`config.mk`:
```
export PLATFORM = sky130hd
export DESIGN_NAME = masked_byte_pattern_scan
export DESIGN_NICKNAME = d
export VERILOG_FILES = /design/src/rtl/mbps_pkg.sv /design/src/rtl/mbps_cell.sv /design/src/rtl/mbps_scan.sv /design/src/rtl/masked_byte_pattern_scan.sv
export SDC_FILE = /design/constraint.sdc
export NUM_CORES = 1
export LEC_CHECK = 0
export BUFFER_PORTS_ARGS = -buffer_cell sky130_fd_sc_hd__buf_2
export CAP_MARGIN = 20
export CORE_MARGIN = 2
export CORE_UTILIZATION = 60
export CTS_BUF_LIST = sky130_fd_sc_hd__clkbuf_16
export DETAILED_ROUTE_END_ITERATION = 12
export PLACE_DENSITY = 0.85
export RECOVER_POWER = 25
export SETUP_SLACK_MARGIN = 0.1
export SLEW_MARGIN = 30
export SYNTH_ARGS = -nofsm -noshare
export SYNTH_HDL_FRONTEND = slang
export SYNTH_SLANG_ARGS = --single-unit
```
`constraint.sdc`:
```
create_clock -name clk_i -period 24 [get_ports clk_i]
set_input_delay 4.8 -clock clk_i [delete_from_list [all_inputs] [get_ports clk_i]]
set_output_delay 4.8 -clock clk_i [all_outputs]
set_load 0.01 [all_outputs]
```
`src/rtl/mbps_pkg.sv`:
```
// Shared types, constants and register codes of the masked byte pattern scanner.
package mbps_pkg;

  // Longest window the cell row can hold, and the room of the pattern registers
  localparam int PATTERN_MAX  = 16;
  localparam int PATTERN_ROOM = 16;
  localparam int LEN_LIMIT    = (PATTERN_MAX < PATTERN_ROOM) ? PATTERN_MAX : PATTERN_ROOM;
  localparam int HIST_DEPTH   = PATTERN_MAX - 1;

  localparam int BYTE_W  = 8;
  localparam int LEN_W   = 5;
  localparam int PIDX_W  = $clog2(PATTERN_ROOM);
  localparam int ADDR_W  = 32;
  localparam int CFG_W   = 64;
  localparam int CIDX_W  = 3;

  // Configuration register indexes
  typedef enum logic [CIDX_W-1:0] {
    CFG_PATTERN_LOW    = 3'd0,
    CFG_PATTERN_HIGH   = 3'd1,
    CFG_CARE_MASK      = 3'd2,
    CFG_PATTERN_LENGTH = 3'd3,
    CFG_REGION_BASE    = 3'd4,
    CFG_RESULT_OFFSET  = 3'd5
  } cfg_idx_e;

  // Pattern set-up seen by the scan row
  typedef struct packed {
    logic [PATTERN_ROOM*BYTE_W-1:0] pattern;
    logic [PATTERN_ROOM-1:0]        care;
    logic [LEN_W-1:0]               len;
  } scan_cfg_t;

  // Outcome of one request, handed to the result stage
  typedef struct packed {
    logic              valid;
    logic              found;
    logic [ADDR_W-1:0] pos;
  } scan_res_t;

endpackage

```
`src/rtl/mbps_cell.sv`:
```
// One window cell: holds a history byte, passes it on, and checks it.
module mbps_cell
  import mbps_pkg::*;
(
  input  logic              clk_i,
  input  logic              shift_i,
  input  logic [BYTE_W-1:0] byte_i,
  input  logic [BYTE_W-1:0] exp_i,
  input  logic              chk_i,
  output logic [BYTE_W-1:0] byte_o,
  output logic              hit_o
);

  logic [BYTE_W-1:0] byte_q;

  // Take the neighbour's byte when the window advances
  always_ff @(posedge clk_i) begin
    if (shift_i) begin
      byte_q <= byte_i;
    end
  end

  assign byte_o = byte_q;
  // A wildcard or unused position always agrees
  assign hit_o  = !chk_i || (byte_q == exp_i);

endmodule

```
`src/rtl/mbps_scan.sv`:
```
// Window row of cells, region byte counter and match decision.
module mbps_scan
  import mbps_pkg::*;
(
  input  logic              clk_i,
  input  logic              rst_ni,
  input  scan_cfg_t         cfg_i,
  input  logic              acc_i,
  input  logic [BYTE_W-1:0] data_byte_i,
  input  logic              last_byte_i,
  output scan_res_t         res_o
);

  logic [BYTE_W-1:0]      chain_w [PATTERN_MAX];
  logic [BYTE_W-1:0]      exp_a   [PATTERN_MAX];
  logic [PATTERN_MAX-1:0] chk_a;
  logic [PATTERN_MAX-1:0] hits;
  logic                   len_ok;
  logic [ADDR_W-1:0]      seen_q, seen_d, count;
  logic                   reported_q, reported_d;
  logic                   match;
  logic                   shift;

  assign len_ok = (cfg_i.len != '0) && (int'(cfg_i.len) <= LEN_LIMIT);

  // Align the pattern so that window position p (0 = newest byte) meets byte len-1-p
  always_comb begin
    logic [PIDX_W-1:0] idx;
    for (int p = 0; p < PATTERN_MAX; p++) begin
      idx      = PIDX_W'(int'(cfg_i.len) - 1 - p);
      exp_a[p] = cfg_i.pattern[BYTE_W*idx +: BYTE_W];
      chk_a[p] = len_ok && (int'(cfg_i.len) > p) && cfg_i.care[idx];
    end
  end

  // Newest byte enters the row straight from the request
  assign chain_w[0] = data_byte_i;
  assign hits[0]    = !chk_a[0] || (data_byte_i == exp_a[0]);

  // Row of history cells, each handing its byte to the next
  for (genvar k = 0; k < HIST_DEPTH; k++) begin : g_cell
    mbps_cell u_cell (
      .clk_i  (clk_i),
      .shift_i(shift),
      .byte_i (chain_w[k]),
      .exp_i  (exp_a[k+1]),
      .chk_i  (chk_a[k+1]),
      .byte_o (chain_w[k+1]),
      .hit_o  (hits[k+1])
    );
  end

  // Saturating count including this byte
  assign count = (seen_q == '1) ? seen_q : seen_q + ADDR_W'(1);
  assign match = len_ok && (count >= ADDR_W'(cfg_i.len)) && (&hits);
  assign shift = acc_i && !reported_q && !match;

  // Advance the counter and the reported flag; drop both at the region end
  always_comb begin
    seen_d     = seen_q;
    reported_d = reported_q;
    if (acc_i) begin
      if (!reported_q) begin
        seen_d = count;
        if (match) begin
          reported_d = 1'b1;
        end
      end
      if (last_byte_i) begin
        seen_d     = '0;
        reported_d = 1'b0;
      end
    end
  end

  always_ff @(posedge clk_i or negedge rst_ni) begin
    if (!rst_ni) begin
      seen_q     <= '0;
      reported_q <= 1'b0;
    end else begin
      seen_q     <= seen_d;
      reported_q <= reported_d;
    end
  end

  // One result for the first match, or a miss at the end of the region
  assign res_o.valid = acc_i && !reported_q && (match || last_byte_i);
  assign res_o.found = !reported_q && match;
  assign res_o.pos   = count - ADDR_W'(cfg_i.len);

endmodule

```
`src/rtl/masked_byte_pattern_scan.sv`:
```
// Top level of the masked byte pattern scanner: registers, scan row, result stages.
//
//   channel  direction  handshake                  payload
//   in       to block   in_valid_i / in_stall_o    data_byte_i, last_byte_i
//   out      from block out_valid_o / out_stall_i  found_o, match_address_o
//   cfg      to block   cfg_we_i                   cfg_index_i, cfg_data_i
//
// One request is taken every cycle while in_stall_o is low; the compare over
// the cell row decides in the cycle a byte arrives, and a result then passes
// the decision register and the address add into the output register.
// Reset is asynchronous and clears registers, counter and result stages.
// A stalled output holds; the input stalls only once both stages are full.
module masked_byte_pattern_scan
  import mbps_pkg::*;
(
  input  logic              clk_i,
  input  logic              rst_ni,
  input  logic              cfg_we_i,
  input  logic [CIDX_W-1:0] cfg_index_i,
  input  logic [CFG_W-1:0]  cfg_data_i,
  input  logic              in_valid_i,
  output logic              in_stall_o,
  input  logic [BYTE_W-1:0] data_byte_i,
  input  logic              last_byte_i,
  output logic              out_valid_o,
  input  logic              out_stall_i,
  output logic              found_o,
  output logic [ADDR_W-1:0] match_address_o
);

  logic [63:0]             pat_lo_q, pat_hi_q;
  logic [PATTERN_ROOM-1:0] care_q;
  logic [LEN_W-1:0]        len_q;
  logic [ADDR_W-1:0]       base_q, offset_q;
  scan_cfg_t               scan_cfg;
  scan_res_t               res;
  logic                    acc;
  logic                    mid_ready, out_ready;
  logic                    mid_valid_q, mid_found_q;
  logic [ADDR_W-1:0]       mid_pos_q;
  logic                    out_valid_q, out_found_q;
  logic [ADDR_W-1:0]       out_addr_q;

  // Write the configuration registers
  always_ff @(posedge clk_i or negedge rst_ni) begin
    if (!rst_ni) begin
      pat_lo_q <= '0;
      pat_hi_q <= '0;
      care_q   <= '0;
      len_q    <= '0;
      base_q   <= '0;
      offset_q <= '0;
    end else if (cfg_we_i) begin
      case (cfg_idx_e'(cfg_index_i))
        CFG_PATTERN_LOW:    pat_lo_q <= cfg_data_i;
        CFG_PATTERN_HIGH:   pat_hi_q <= cfg_data_i;
        CFG_CARE_MASK:      care_q   <= cfg_data_i[PATTERN_ROOM-1:0];
        CFG_PATTERN_LENGTH: len_q    <= cfg_data_i[LEN_W-1:0];
        CFG_REGION_BASE:    base_q   <= cfg_data_i[ADDR_W-1:0];
        CFG_RESULT_OFFSET:  offset_q <= cfg_data_i[ADDR_W-1:0];
        default: ;
      endcase
    end
  end

  assign scan_cfg.pattern = {pat_hi_q, pat_lo_q};
  assign scan_cfg.care    = care_q;
  assign scan_cfg.len     = len_q;

  // Handshake: each stage advances when the one after it can take data
  assign out_ready  = !out_valid_q || !out_stall_i;
  assign mid_ready  = !mid_valid_q || out_ready;
  assign in_stall_o = !mid_ready;
  assign acc        = in_valid_i && mid_ready;

  mbps_scan u_scan (
    .clk_i      (clk_i),
    .rst_ni     (rst_ni),
    .cfg_i      (scan_cfg),
    .acc_i      (acc),
    .data_byte_i(data_byte_i),
    .last_byte_i(last_byte_i),
    .res_o      (res)
  );

  // Register the decision
  always_ff @(posedge clk_i or negedge rst_ni) begin
    if (!rst_ni) begin
      mid_valid_q <= 1'b0;
    end else if (mid_ready) begin
      mid_valid_q <= res.valid;
    end
  end

  always_ff @(posedge clk_i) begin
    if (mid_ready && res.valid) begin
      mid_found_q <= res.found;
      mid_pos_q   <= res.pos;
    end
  end

  // Form the address and load the output register
  always_ff @(posedge clk_i or negedge rst_ni) begin
    if (!rst_ni) begin
      out_valid_q <= 1'b0;
    end else if (out_ready) begin
      out_valid_q <= mid_valid_q;
    end
  end

  always_ff @(posedge clk_i) begin
    if (out_ready && mid_valid_q) begin
      out_found_q <= mid_found_q;
      out_addr_q  <= mid_found_q ? (base_q + offset_q + mid_pos_q) : '0;
    end
  end

  assign out_valid_o     = out_valid_q;
  assign found_o         = out_found_q;
  assign match_address_o = out_addr_q;

endmodule

```
== Word-level counts from Yosys, hierarchy flattened ==
Cells that the tools add are included.
Widths: inputs -> output; s select.

* Bits in registers: 434
* Word-level logic and storage cells: 253

* Add/subtract/negate cells: 20
* $lt $le $gt $ge: 34
* Eq/ne operators: 23
* Shifts and indexed selects: 16
* Mux-type cells: 38
* Reductions and logical operators: 93

{| class="wikitable"
|+ Operators by type and width
! cell !! count
|-
| $shiftx 128x8->8 || 16
|-
| $eq 8x8->1 || 16
|-
| $mux 32 || 3
|-
| $lt 4x5->1 const B || 16
|-
| $add 32x32->32 || 2
|-
| $bmux 1 s4 || 16
|-
| $logic_and 1x1->1 || 42
|-
| $gt 5x4->1 const B || 8
|-
| $add 32x1->32 const B || 1
|-
| $eq 32x32->1 const B || 1
|-
| $ge 32x5->1 || 1
|-
| $sub 32x5->32 || 1
|-
| $sub 4x4->4 const B || 8
|-
| $logic_not 1->1 || 22
|-
| $gt 5x3->1 const B || 4
|-
| $logic_or 1x1->1 || 19
|-
| $mux 1 || 19
|-
| $reduce_and 16->1 || 1
|-
| $sub 4x3->4 const B || 4
|-
| $reduce_and 2->1 || 7
|-
| $gt 5x1->1 const B || 2
|-
| $gt 5x2->1 const B || 2
|-
| $sub 4x1->4 const B || 2
|-
| $sub 4x2->4 const B || 2
|-
| other kinds (7) || 9
|}

== Longest topological paths before layout ==
Gate-level depths: netlist of the first run.

* Word-level depth: 12
* Mapped depth: 23

== Modules after synthesis ==
A second synthesis of the first run with hierarchy kept.

* Cell total of the unflattened synthesis: 2351
* Area, all modules: 28025.6 µm²

{| class="wikitable"
|+ Modules (own cells, without submodules)
! module !! times used !! cells each !! area each (µm²) !! sequential area each (µm²)
|-
| masked_byte_pattern_scan || 1 || 891 || 12678.4 || 7362.1
|-
| mbps_scan || 1 || 1175 || 10430.0 || 825.8
|-
| mbps_cell || 15 || 19 || 327.8 || 240.2
|}

== Least setup slack after synthesis of the first run ==
No wires, ideal clock.

* Kind: input to register
* Start point: in data_byte_i[6]
* End point: reg u_scan.g_cell[0].u_cell.byte_q[0], enable pin
* Data arrival time: 13.589 ns
* Data required time: 23.254 ns
* Setup slack: 9.665 ns
* Stages: 7
* Path buffers: 0
* Cell sequence: xor2_1 -> nor4_1 -> a21oi_1 -> nor3b_2 -> o2111ai_1 -> nor4_1 -> nor3_1

* Cells in the longest elaborated chain, start to end: 6

{| class="wikitable"
|+ Ends and longest elaborated chain
! element !! RTL line !! source
|-
| from (decl) || masked_byte_pattern_scan.sv:23 || <nowiki>input logic [BYTE_W-1:0] data_byte_i,</nowiki>
|-
| $eq 8x8->1 || mbps_scan.sv:38 || <nowiki>assign hits[0] = !chk_a[0] || (data_byte_i == exp_a[0]);</nowiki>
|-
| $logic_or 1x1->1 || mbps_scan.sv:38 ||
|-
| $reduce_and 16->1 || mbps_scan.sv:55 || <nowiki>assign match = len_ok && (count >= ADDR_W'(cfg_i.len)) && (&hits);</nowiki>
|-
| $logic_and 1x1->1 || mbps_scan.sv:55 ||
|-
| $logic_not 1->1 || mbps_scan.sv:56 || <nowiki>assign shift = acc_i && !reported_q && !match;</nowiki>
|-
| $logic_and 1x1->1 || mbps_scan.sv:56 ||
|-
| named net u_scan.g_cell[0].u_cell.shift_i || mbps_cell.sv:6 || <nowiki>input logic shift_i,</nowiki>
|-
| to (signal assigned) || mbps_cell.sv:19 || <nowiki>byte_q <= byte_i;</nowiki>
|-
| to (decl) || mbps_cell.sv:14 || <nowiki>logic [BYTE_W-1:0] byte_q;</nowiki>
|}

The timed path passes the listed nets, and every way through them passes these cells.
A chain may end at the register's enable or synchronous reset.

== Worst setup path after layout of the first run ==
* Start point: in out_stall_i
* End point: out in_stall_o

* Cells in the longest elaborated chain, start to end: 4

{| class="wikitable"
|+ Ends and longest elaborated chain
! element !! RTL line !! source
|-
| from (decl) || masked_byte_pattern_scan.sv:26 || <nowiki>input logic out_stall_i,</nowiki>
|-
| $logic_not 1->1 || masked_byte_pattern_scan.sv:71 || <nowiki>assign out_ready = !out_valid_q || !out_stall_i;</nowiki>
|-
| $logic_or 1x1->1 || masked_byte_pattern_scan.sv:71 ||
|-
| $logic_or 1x1->1 || masked_byte_pattern_scan.sv:72 || <nowiki>assign mid_ready = !mid_valid_q || out_ready;</nowiki>
|-
| $logic_not 1->1 || masked_byte_pattern_scan.sv:73 || <nowiki>assign in_stall_o = !mid_ready;</nowiki>
|-
| to (decl) || masked_byte_pattern_scan.sv:22 || <nowiki>output logic in_stall_o,</nowiki>
|}

Every way passes these cells.

==> results by group, run 1 <==
Run status
  – Run status: finished, violations left
  – Failing checks: max-capacitance violations, max-slew violations

Synthesis
  – Yosys top cell by area: dfrtp_1
  – Ys async rst share: 0.571
  – Syn Nets: 2,419
  – Number of synthesized register bits: 434
  – Mean Syn Cell Area: 12.6 um^2
  – Seq/Total Area, Yosys: 0.413
  – Syn. warnings: 0
  – Yosys cell types: 72
  – Post-Syn Instances: 2,260
  – Post-synth EDFFs: 186
  – Mapped Area: 0.0286 mm^2
  – Yosys top cell area share: 0.217
  – Top FF cell, synth: dfrtp_1
  – Cells taking the most area after synthesis: dfrtp_1 22%, edfxtp_1 20%, mux4_2 17%, mux2_2 10%, xnor2_1 3.2%

Timing
  – Final Hold Viols: 0
  – Final setup vio count: 0
  – Post-layout min period: 10.13 ns
  – Slew margin rel.: -2.63
  – Worst slew pin tran: 5.44 ns
  – Fin crit share: 0.422
  – Fmax: 98.7 MHz
  – Worst Skew: 0.0236 ns
  – RSZ-0062 raised after global routing: false
  – Fin Hold WS: 0.472 ns
  – Final TNS setup: 0 ns
  – Slew Limit Fails: 100

Placement
  – Placed Instance Area: 0.0298 mm^2
  – Hpwl dp: 64.4 mm
  – Post-Place Cells: 2,886
  – Port bufs: 115
  – Routability congestion estimate: 1.02

Routing
  – Vias: 20,900
  – WL/cell: 28.9 um
  – Number of remaining DRC errors: 0
  – Routed WL: 85.9 mm
  – Via-to-Cell Ratio: 7.02
  – Routed Antenna Nets: 0
  – Drt pass-1 iters: 7
  – Initial DRC Count: 2,675

Floorplan
  – CORE AREA: 0.0468 mm^2
  – Horiz. Die Dim: 222 um
  – I/O Pins: 116
  – Row count: 79
  – Chip height: 222 um
  – Full die area: 0.0494 mm^2
  – Effective utilization at floorplan: 0.611

CTS
  – Clk pin slew, worst setup/hold paths: 0.06 ns
  – Cts bufs inserted: 47
  – Clk_lat worst skew: 0.61 ns
  – Clk root buf: clkbuf_16
  – CTS resizes: 0
  – Post-CTS setup buffers: 0
  – Max Root-Sink Buffers: 3
  – H-tree Lvls: 2
  – Clock sink count: 434
  – CTS Hold Bufs: 0
  – CTS tree: done

Setup path
  – CP required: 19.20 ns
  – Family with the most delay on the worst path: buffers and inverters
  – Worst Setup Path Type: input port to primary output
  – R2R Setup Slk: 16.30 ns
  – Crit-path slowest cell: clkbuf_1
  – Critical path fanouts, max: 3
  – CP endpoint kind: primary output
  – WP data arrival: 5.33 ns
  – Slowest stage delay, CP: 0.18 ns
  – CP startpoint kind: input port
  – Critical Path Stages: 4
  – CP cell instances: clkbuf_1, nand3_1, inv_1, buf_2
  – Crit path buffers/inverters: 3
  – FF-to-FF path depth: 18

Layout
  – Post-Layout Cell Count: 2,975
  – Most frequent cells in the layout: 262 x mux2_2, 246 x dfrtp_1, 211 x mux4_2
  – Most common library cell in the layout ignoring fill and taps: mux2_2
  – Share of layout cells above drive strength 1: 0.307
  – Final Net Count: 2,489
  – Final instance area: 0.0313 mm^2
  – Area delta synth->final: 9.74%
  – Core Util, Final: 0.670
  – FILL cells: 3,293

GRT
  – Largest net degree at the start of global routing: 100
  – Vias in the first global route: 20,100
  – Gr usage total: 0.351
  – Initial antenna violation count: 6
  – First-pass GRT wire length: 128 mm
  – Gr ovfl total: 0

Pwr
  – Switching part of the total: 0.429
  – VDD IR-drop max: 0.0000881 V
  – Clk network pwr share: 0.166
  – Pint: 2460 uW
  – Sw Pwr: 1850 uW
  – Logic pwr share: 0.575
  – Flop pwr share: 0.259
  – Pwr per Cell Area: 137 mW/mm^2
  – Pleak: 0.0122 uW

Job
  – Max-Cap Viols: 1

Worst hold path
  – Hold WC Path Type: flip-flop to flip-flop
  – Hold path cells: 0
[Yosys cell counts (32+ instances only)]
master / instances
a21oi_1: 66
xnor2_1: 105
inv_1: 33
nor3_1: 35
fa_1: 33
mux4_2: 211
o21ai_0: 82
nand4_1: 37
clkbuf_1: 81
xor2_1: 102
edfxtp_1: 186
mux2i_1: 77
buf_2: 32
ha_1: 45
nand2_1: 150
nand3_1: 35
mux2_2: 262
dfrtp_1: 248
nor2_1: 137
[stage by stage]
step,power [uW],worst slack (ns)
3_5_place_dp,3530,13.97
5_1_grt,4500,13.69
2_1_floorplan,2820,9.66
4_1_cts,4250,13.96
3_3_place_gp,3460,13.96
6_report,4300,13.87
[cell type report]
class,instances,area (um^2),share of cell area
inverters,36,135,0.00431
well taps,607,759,0.0242
clock inverters,35,226,0.00723
diodes,1,2.50,0.0000798
multi-input cells,1657,16200,0.518
clock buffers,51,1280,0.0407
flip-flops and latches,434,11800,0.376
repair buffers,154,918,0.0293
[power groups by stage]
stage / Sequential [uW] / Combinational [uW] / Clock (uW)
floorplan: 1070 / 1750 / 0
global placement: 1110 / 2350 / 0
detailed placement: 1120 / 2410 / 0
CTS: 1110 / 2420 / 719
global route: 1130 / 2630 / 749
finish: 1110 / 2480 / 715
[state kept, by name (all words and copies together) (netlist names)]
signal	count
base_q	32
care_q	16
found_o	1
len_q	5
match_address_o	32
mid_found_q	1
mid_pos_q	32
mid_valid_q	1
offset_q	32
out_valid_o	1
pat_hi_q	64
pat_lo_q	64
u_scan.g_cell.u_cell.byte_o	120
u_scan.reported_q	1
u_scan.seen_q	32
[path summary, 6_finish.rpt]
kind / start / to
setup / recovery: out_stall_i / in_stall_o
hold / removal: u_scan.g_cell[8].u_cell.byte_o[1] / u_scan.g_cell[9].u_cell.byte_o[1]
setup reg to reg: len_q[1] / u_scan.g_cell[6].u_cell.byte_o[1]
hold reg to reg: u_scan.g_cell[8].u_cell.byte_o[1] / u_scan.g_cell[9].u_cell.byte_o[1]
max in group asynchronous: rst_ni / base_q[4]
min in group asynchronous: rst_ni / base_q[17]
[per-layer routing]
metal  vias to the layer above  global-route usage  share of wire
li1                       8809                   -              -
met1                     10600               0.491           0.38
met2                      1278               0.508           0.44
met3                       196               0.125           0.14
met4                         2               0.127          0.040
met5                         -                   0        0.00014
[cell families after synthesis]
logic type               Yosys count  synth area share
flip-flops                       434             0.413
XOR/XNOR                         209            0.0648
buffers and inverters            169            0.0248
AO/OA/AOI/OAI                    291            0.0641
adder cells (fa/ha/maj)           78            0.0428
multiplexers                     554             0.300
AND/OR/NAND/NOR                  525            0.0901
(Power assumes the default switching activity.)
==> run 2: changes to the inputs <==
--- a/config.mk
+++ b/config.mk
@@ -8,10 +8,10 @@
 export BUFFER_PORTS_ARGS = -buffer_cell sky130_fd_sc_hd__buf_2
 export CAP_MARGIN = 20
 export CORE_MARGIN = 2
-export CORE_UTILIZATION = 60
+export CORE_UTILIZATION = 57
 export CTS_BUF_LIST = sky130_fd_sc_hd__clkbuf_16
 export DETAILED_ROUTE_END_ITERATION = 12
-export PLACE_DENSITY = 0.85
+export PLACE_DENSITY = 0.84
 export RECOVER_POWER = 25
 export SETUP_SLACK_MARGIN = 0.1
 export SLEW_MARGIN = 30
==> constraint.sdc (replaced) <==
create_clock -name clk_i -period 8.35 [get_ports clk_i]
set_input_delay 1.67 -clock clk_i [delete_from_list [all_inputs] [get_ports clk_i]]
set_output_delay 1.67 -clock clk_i [all_outputs]
set_load 0.01 [all_outputs]
==> run 2 against run 1 <==
The run still ends with max-capacitance violations, max-slew violations left. Sequential power increased to 2.9 times the previous value. Cell area hardly changed. Combinational power rose to 2.9 times the previous value. Total power grew to 2.9 times the previous value. Critical path type is now flip-flop to flip-flop. Largest power group unchanged. Highest routed layer is now met4.
==> results by group, run 2 (synthesis gave the netlist of run 1 again) <==
Run status
  – Run status: finished, violations left
  – Failing checks: max-capacitance violations, max-slew violations

GRT
  – Largest net degree at the start of global routing: 135
  – Gr usage total: 0.344
  – Vias in the first global route: 20,100
  – Gr ovfl total: 0
  – Initial antenna violation count: 1
  – First-pass GRT wire length: 132 mm

Layout
  – Most common library cell in the layout ignoring fill and taps: mux2_2
  – Final Net Count: 2,489
  – Share of layout cells above drive strength 1: 0.307
  – Footprint of the multi-input gates: 0.0162 mm^2
  – Sequential Area: 0.0118 mm^2
  – Most frequent cells in the layout: 262 x mux2_2, 246 x dfrtp_1, 211 x mux4_2
  – Max reg flops: 120
  – Area delta synth->final: 9.78%
  – FILL cells: 3,670

Timing
  – Worst slew pin tran: 2.43 ns
  – Fin crit share: 0.805
  – Worst Skew: 0.0441 ns
  – Slew margin rel.: -0.634
  – Final Hold Viols: 0
  – Post-layout min period: 6.72 ns
  – RSZ-0062 raised after global routing: false
  – Final TNS setup: 0 ns
  – Slew Limit Fails: 45
  – Worst setup margin: 1.63 ns
  – Fmax: 149 MHz
  – Final setup vio count: 0

Floorplan
  – CORE AREA: 0.0498 mm^2
  – Effective utilization at floorplan: 0.574
  – Row count: 82
  – Full die area: 0.0519 mm^2
  – Chip height: 228 um
  – Horiz. Die Dim: 228 um
  – I/O Pins: 116

CTS
  – Clk pin slew, worst setup/hold paths: 0.07 ns
  – Clock sink count: 434
  – Post-CTS setup buffers: 0
  – CTS Hold Bufs: 0
  – Max Root-Sink Buffers: 3
  – CTS tree: done
  – CTS resizes: 0
  – Clk_lat worst skew: 0.61 ns
  – Cts bufs inserted: 46
  – Clk root buf: clkbuf_16
  – H-tree Lvls: 2

Setup path
  – WP data arrival: 6.97 ns
  – CP endpoint kind: flip-flop
  – Critical Path Stages: 20
  – Critical path launch point: u_scan.seen_q[8]
  – Critical path fanouts, max: 76
  – Cell repeated most along the worst path: nor2_1
  – Worst reg2reg path startpoint: u_scan.seen_q[8]
  – Worst Setup Path Type: flip-flop to flip-flop
  – R2R Setup Slk: 1.63 ns
  – Slowest stage delay, CP: 0.71 ns
  – Crit path buffers/inverters: 3
  – CP cell instances: nand4_1, nor3_1, nand4_1, buf_4, xnor2_1, ha_1, inv_1, fa_1, a21o_1, a21oi_1, nor2b_1, nor2_1, o211ai_1, nor2_1, nand2_1, nor2_1, and4b_1, nor4_1, nor3_4, buf_12
  – CP required: 8.60 ns
  – CP startpoint kind: flip-flop
  – FF-to-FF path depth: 20
  – Crit-path slowest cell: nor3_1
  – Family with the most delay on the worst path: simple AND/OR/NAND/NOR gates

Pwr
  – Switching part of the total: 0.433
  – Logic pwr share: 0.575
  – Sw Pwr: 5330 uW
  – Flop pwr share: 0.263
  – Pwr per Cell Area: 393 mW/mm^2
  – Pint: 6990 uW
  – VDD IR-drop max: 0.000225 V
  – Pleak: 0.0121 uW
  – Clk network pwr share: 0.162

Worst hold path
  – Hold WC Path Type: flip-flop to flip-flop
  – Hold path cells: 0
  – Min-delay src: u_scan.g_cell[12].u_cell.byte_o[0]

Routing
  – Routed WL: 89.4 mm
  – Routed Antenna Nets: 0
  – Drt pass-1 iters: 6
  – WL/cell: 29.4 um
  – Number of remaining DRC errors: 0
  – Via-to-Cell Ratio: 6.95
  – Vias: 21,100
  – Initial DRC Count: 2,893

Placement
  – Hpwl dp: 68.0 mm
  – Port bufs: 115
  – Routability congestion estimate: 1.04
  – Pre-CTS setup slack: 1.50 ns

Job
  – Max-Cap Viols: 2
-- run 2: cell types whose count changed in the layout (fill, tap and decap cells not counted), sizes merged --
| cell | before | now |
|---|---|---|
| clkinvlp | 0 | 6 |
| inv | 54 | 51 |
| clkbuf | 62 | 58 |
| buf | 143 | 145 |
| bufinv | 2 | 1 |
| clkinv | 15 | 13 |
| diode | 1 | 5 |
-- run 2: per-layer routing --
metal,up-vias,GRT usage,wire [um]
met5,-,0,0
met4,0,0.101,2720
met3,156,0.101,11500
met2,1360,0.503,39600
met1,10800,0.500,35600
li1,8812,-,-
-- run 2: power groups by stage --
stage / combinational (uW) / sequential, uW / clock, uW
CTS: 6920 / 3220 / 2010
global route: 7490 / 3280 / 2090
floorplan: 5040 / 3050 / 0
detailed placement: 6870 / 3250 / 0
finish: 7080 / 3240 / 1990
global placement: 6720 / 3220 / 0
-- run 2: area by class of cell --
type | instances | area share
Multi-Input combinational cell | 1657 | 0.517
Sequential cell | 434 | 0.376
Clock buffer | 48 | 0.0383
Timing Repair Buffer | 155 | 0.0291
Tap cell | 672 | 0.0268
Clock inverter | 35 | 0.00774
Inverter | 36 | 0.00431
Antenna cell | 5 | 0.000399
-- run 2: per-stage QoR --
step	std cells	instance area [um^2]	total power, uW	utilization	hold slack [ns]
2_1_floorplan	2260	28600	8090	-	0.443
3_3_place_gp	2952	29900	9940	0.600	0.451
3_5_place_dp	2954	29900	10100	0.601	0.457
4_1_cts	3037	31300	12100	0.630	0.471
5_1_grt	3037	31300	12900	0.630	0.478
6_report	3042	31400	12300	0.630	0.472
-- run 2: worst paths after layout --
check / endpoint
worst min register to register: u_scan.g_cell[13].u_cell.byte_o[0]
max in group asynchronous: pat_hi_q[53]
min in group asynchronous: u_scan.seen_q[28]
worst max register to register: u_scan.g_cell[5].u_cell.byte_o[4]
worst min-delay path: u_scan.g_cell[13].u_cell.byte_o[0]
worst max-delay path: u_scan.g_cell[5].u_cell.byte_o[4]
